### config.mk
export PLATFORM = sky130hd
export DESIGN_NAME = qphi_addmod
export DESIGN_NICKNAME = d
export VERILOG_FILES = /design/src/rtl/qphi_pkg.sv /design/src/rtl/qphi_addmod.sv
export SDC_FILE = /design/constraint.sdc
export NUM_CORES = 1
export LEC_CHECK = 0
export BUFFER_PORTS_ARGS = -buffer_cell sky130_fd_sc_hd__clkbuf_2
export CAP_MARGIN = 20
export CORE_ASPECT_RATIO = 2
export CORE_UTILIZATION = 35
export DETAILED_ROUTE_END_ITERATION = 6
export MAX_ROUTING_LAYER = met4
export SETUP_SLACK_MARGIN = 0.02
export SLEW_MARGIN = 20
export SYNTH_ARGS = -nofsm -noshare
export SYNTH_HDL_FRONTEND = slang
export SYNTH_SLANG_ARGS = --single-unit
### constraint.sdc
create_clock -name vclk -period 6.5
set_clock_uncertainty 0.15 [all_clocks]
set_input_delay 1.3 -clock vclk [all_inputs]
set_output_delay 1.3 -clock vclk [all_outputs]
set_load 0.02 [all_outputs]
### src/rtl/qphi_pkg.sv
// ----------------------------------------------------------------------------
// qphi_pkg: shared types and constants for the quadratic probe hash insert
// Widths of keys, slots and table sizes, the sequencer states and the
// register map of the configuration port.
// ----------------------------------------------------------------------------
package qphi_pkg;

  // Table capacity and field widths
  localparam int MAX_SLOTS = 16384;
  localparam int SLOT_W    = 14;           // slot index, values below MAX_SLOTS
  localparam int SIZE_W    = 15;           // table size, values up to MAX_SLOTS
  localparam int KEY_W     = 31;
  localparam int ENTRY_W   = KEY_W + 1;    // used mark on top of the stored key
  localparam int PROBE_W   = SIZE_W + 1;   // probe counter, reaches 2*MAX_SLOTS
  localparam int BIT_W     = 5;            // index into the key bits
  localparam int ADDR_W    = 3;
  localparam int DATA_W    = 32;

  // Clamp limits for the table size register
  localparam logic [SIZE_W-1:0] SIZE_MIN = SIZE_W'(2);
  localparam logic [SIZE_W-1:0] SIZE_MAX = SIZE_W'(MAX_SLOTS);
  localparam logic [SIZE_W-1:0] SIZE_RST = SIZE_W'(11);

  // Register index, taken from paddr[2]
  localparam logic REG_TABLE_SIZE = 1'b0;

  // Sequencer states
  typedef enum logic [2:0] {
    ST_CLEAR,
    ST_IDLE,
    ST_MOD,
    ST_READ,
    ST_CHECK,
    ST_STEP,
    ST_FINISH
  } state_t;

endpackage

### src/rtl/qphi_addmod.sv
// ----------------------------------------------------------------------------
// qphi_addmod: shared add and reduce unit
// Returns (x + y) mod n for x + y below 2*n, using one add and one
// compare-subtract. Serves the remainder steps and the probe updates.
// ----------------------------------------------------------------------------
module qphi_addmod
  import qphi_pkg::*;
(
  input  logic [SIZE_W-1:0] x,
  input  logic [SIZE_W-1:0] y,
  input  logic [SIZE_W-1:0] n,
  output logic [SLOT_W-1:0] r
);

  logic [SIZE_W:0] sum;
  logic [SIZE_W:0] diff;

  // Add, then subtract n once if the sum reached it
  always_comb begin
    sum  = {1'b0, x} + {1'b0, y};
    diff = sum - {1'b0, n};
    if (sum >= {1'b0, n}) begin
      r = diff[SLOT_W-1:0];
    end else begin
      r = sum[SLOT_W-1:0];
    end
  end

endmodule

==> flow_summary.yaml <==
yosys:
  seq_area_frac_synth_pct: 0
  syn_area_per_cell_um2: 7.18
  yosysTopAreaCell: "ha_1"
  ys_top_cells_by_area: "ha_1 (21%), mux2_2 (7.4%), inv_1 (6.4%)"
  yosysMostFrequentCell: "inv_1"
  synthesis.area_um2: 1830
  synthTopCellsByCount: "inv_1 (31), ha_1 (30), a21oi_1 (20), nor2_1 (17), o21ai_0 (14)"
  ys_warn_count: 0
  netlist.area_leader.share_pct: 20.5
  ys_types: 57
  synth_nets: 332
  synthCells: 255
floorplanning:
  coreArea_um2: 4950
  dieArea_um2: 5540
  die_x_um: 53.1
  start_util_pct: 36.9
  die_y_um: 104
  ios: 59
  rows: 36
global_route:
  track_usage_pct: 18.8
  grt_pass1_vias: 2035
  grt_pass1_wl_um: 8090
  grt.overflow.total: 0
  antenna_found_initial: 0
  grt_max_degree: 11
sta:
  final.setup.tns_ns: 0
  finalCritPeriodShare_pct: 95.7
  worstMarginPinSlew_ns: 0.611
  slew_headroom_pct: 58.9
  slew_viol_final: 0
  fmax_mhz: 161
  hold_viol: 0
  rsz0062_at_grt: "false"
  finalCriticalPeriod_ns: 6.22
  whs_ns: 2.88
  finalSetupViolCount: 0
routing:
  drtAntennaViolNets: 0
  first_iter_violations: 30
  firstDrtPassIters: 4
  wirelength_um: 4980
  via_per_inst: 5.64
  detail_route.wl_per_cell_um: 13.5
  vias: 2087
  drc: 0
critical_path:
  path_class: "in -> out"
  endpoint: "r[10]"
  startpoint: "y[0]"
  worstPathRequired_ns: 5.05
  worst_setup_path_end_kind: "primary output"
  critPathMaxFanout: 5
  cp-start-kind: "input port"
  critical_path_arrival_ns: 4.77
pwr:
  p_leak_nw: 1.11
  ir_drop_mv: 0.110
  p_per_area_nw_per_um2: 215
cells_and_area:
  fill_cells: 539
  seq_cells: 0
  clockBufferCount: 0
  regArea_um2: 0
  antenna_cells: 0
  postLayoutCellArea_um2: 2250
  drive_above_1_share_pct: 29.7
  multi_input_area_um2: 1710
  fin_util_pct: 45.5
  area_growth_pct: 23.0
  finalNonFillerCells: 370
  final_nets: 392
outcome:
  status: "finished clean"
placed_design:
  dp_hpwl_um: 4340
  io_buffers: 59
  place_area_um2: 2210
  dp_cells: 369
  routabilityCongestion: 0.904
job:
  drv_cap: 0
hold_path:
  min_path_type: "in -> out"
==> area by class of cell <==
class	instances	area share, %
timing repair buffer	65	15.7
multi-input combinational	217	76.0
tap	57	3.17
inverter	31	5.17
==> layer usage <==
metal / vias to the layer above / part of all wire, % / track usage [%]
met3: 16 / 2.9 / 0.146
met4: 0 / 3.8 / 6.39
li1: 1072 / - / -
met5: - / 0 / -
met1: 950 / 37 / 18.8
met2: 49 / 56 / 36.4
==> critical path: stages <==
cell,delay [ns]
clkbuf_2,0.08
ha_2,0.20
inv_1,0.06
fa_1,0.39
nor2b_1,0.16
o31a_1,0.25
o21bai_2,0.12
and4_1,0.17
or3_1,0.45
ha_4,0.26
o21a_1,0.16
o21ai_0,0.15
a32oi_1,0.08
a31oi_2,0.24
buf_4,0.19
mux2_2,0.34
clkbuf_2,0.16
==> worst min-delay path by stage <==
| stage | start | endpoint | slack, ns | cells past startpoint |
|---|---|---|---|---|
| after CTS | n[0] | r[0] | 2.88 | 4 |
| after floorplan | n[0] | r[0] | 2.73 | 2 |
| final | n[0] | r[0] | 2.88 | 4 |
| after global placement | n[0] | r[0] | 2.88 | 4 |
| after detailed placement | n[0] | r[0] | 2.88 | 4 |
| after global routing | n[0] | r[0] | 2.91 | 4 |
==> logic make-up after synthesis <==
logic type      count (synthesis)  share of synthesized area, %
compound gates                 85                          31.9
xor+xnor                       15                          7.18
fa+ha+maj                      32                          22.7
buf+inv                        38                          8.48
mux                            14                          8.48
simple gates                   71                          21.3
==> repair_timing <==
item	CTS	global route
buffers inserted	0	1
endpoints found under the setup margin	0	13
hold buffers	0	0
resized for setup	0	7
==> metrics by stage <==
| step | setup slack (ns) | power (mW) |
|---|---|---|
| global route | 0.0185 | 0.533 |
| floorplan | 0.582 | 0.350 |
| detailed placement | 0.158 | 0.477 |
| global placement | 0.199 | 0.475 |
| finish | 0.277 | 0.485 |
| CTS | 0.149 | 0.479 |
==> report_power, final <==
group / total [mW] / leakage (nW) / internal, mW / switching (mW)
Clock: 0 / 0 / 0 / 0
Combinational: 0.485 / 1.11 / 0.213 / 0.272
Sequential: 0 / 0 / 0 / 0
==> layout by cell type, fill, tap and decap left out, drive strengths merged, types with 2 or more instances in the layout <==
master   n
clkbuf  59
inv     31
ha      30
a21oi   20
nor2    17
o21ai   15
nand3   13
mux2    12
xnor2   11
o21a     8
nand2    7
a211oi   7
buf      6
a21o     5
a31oi    5
or2      4
nand4    4
xor2     4
nor2b    4
o21bai   4
o31ai    4
and4     3
and3     3
nor3     3
o31a     2
or4      2
or3      2
nand3b   2
nor4     2
o211ai   2
mux2i    2
fa       2
o311ai   2
Power figures use the tool's default switching activity.
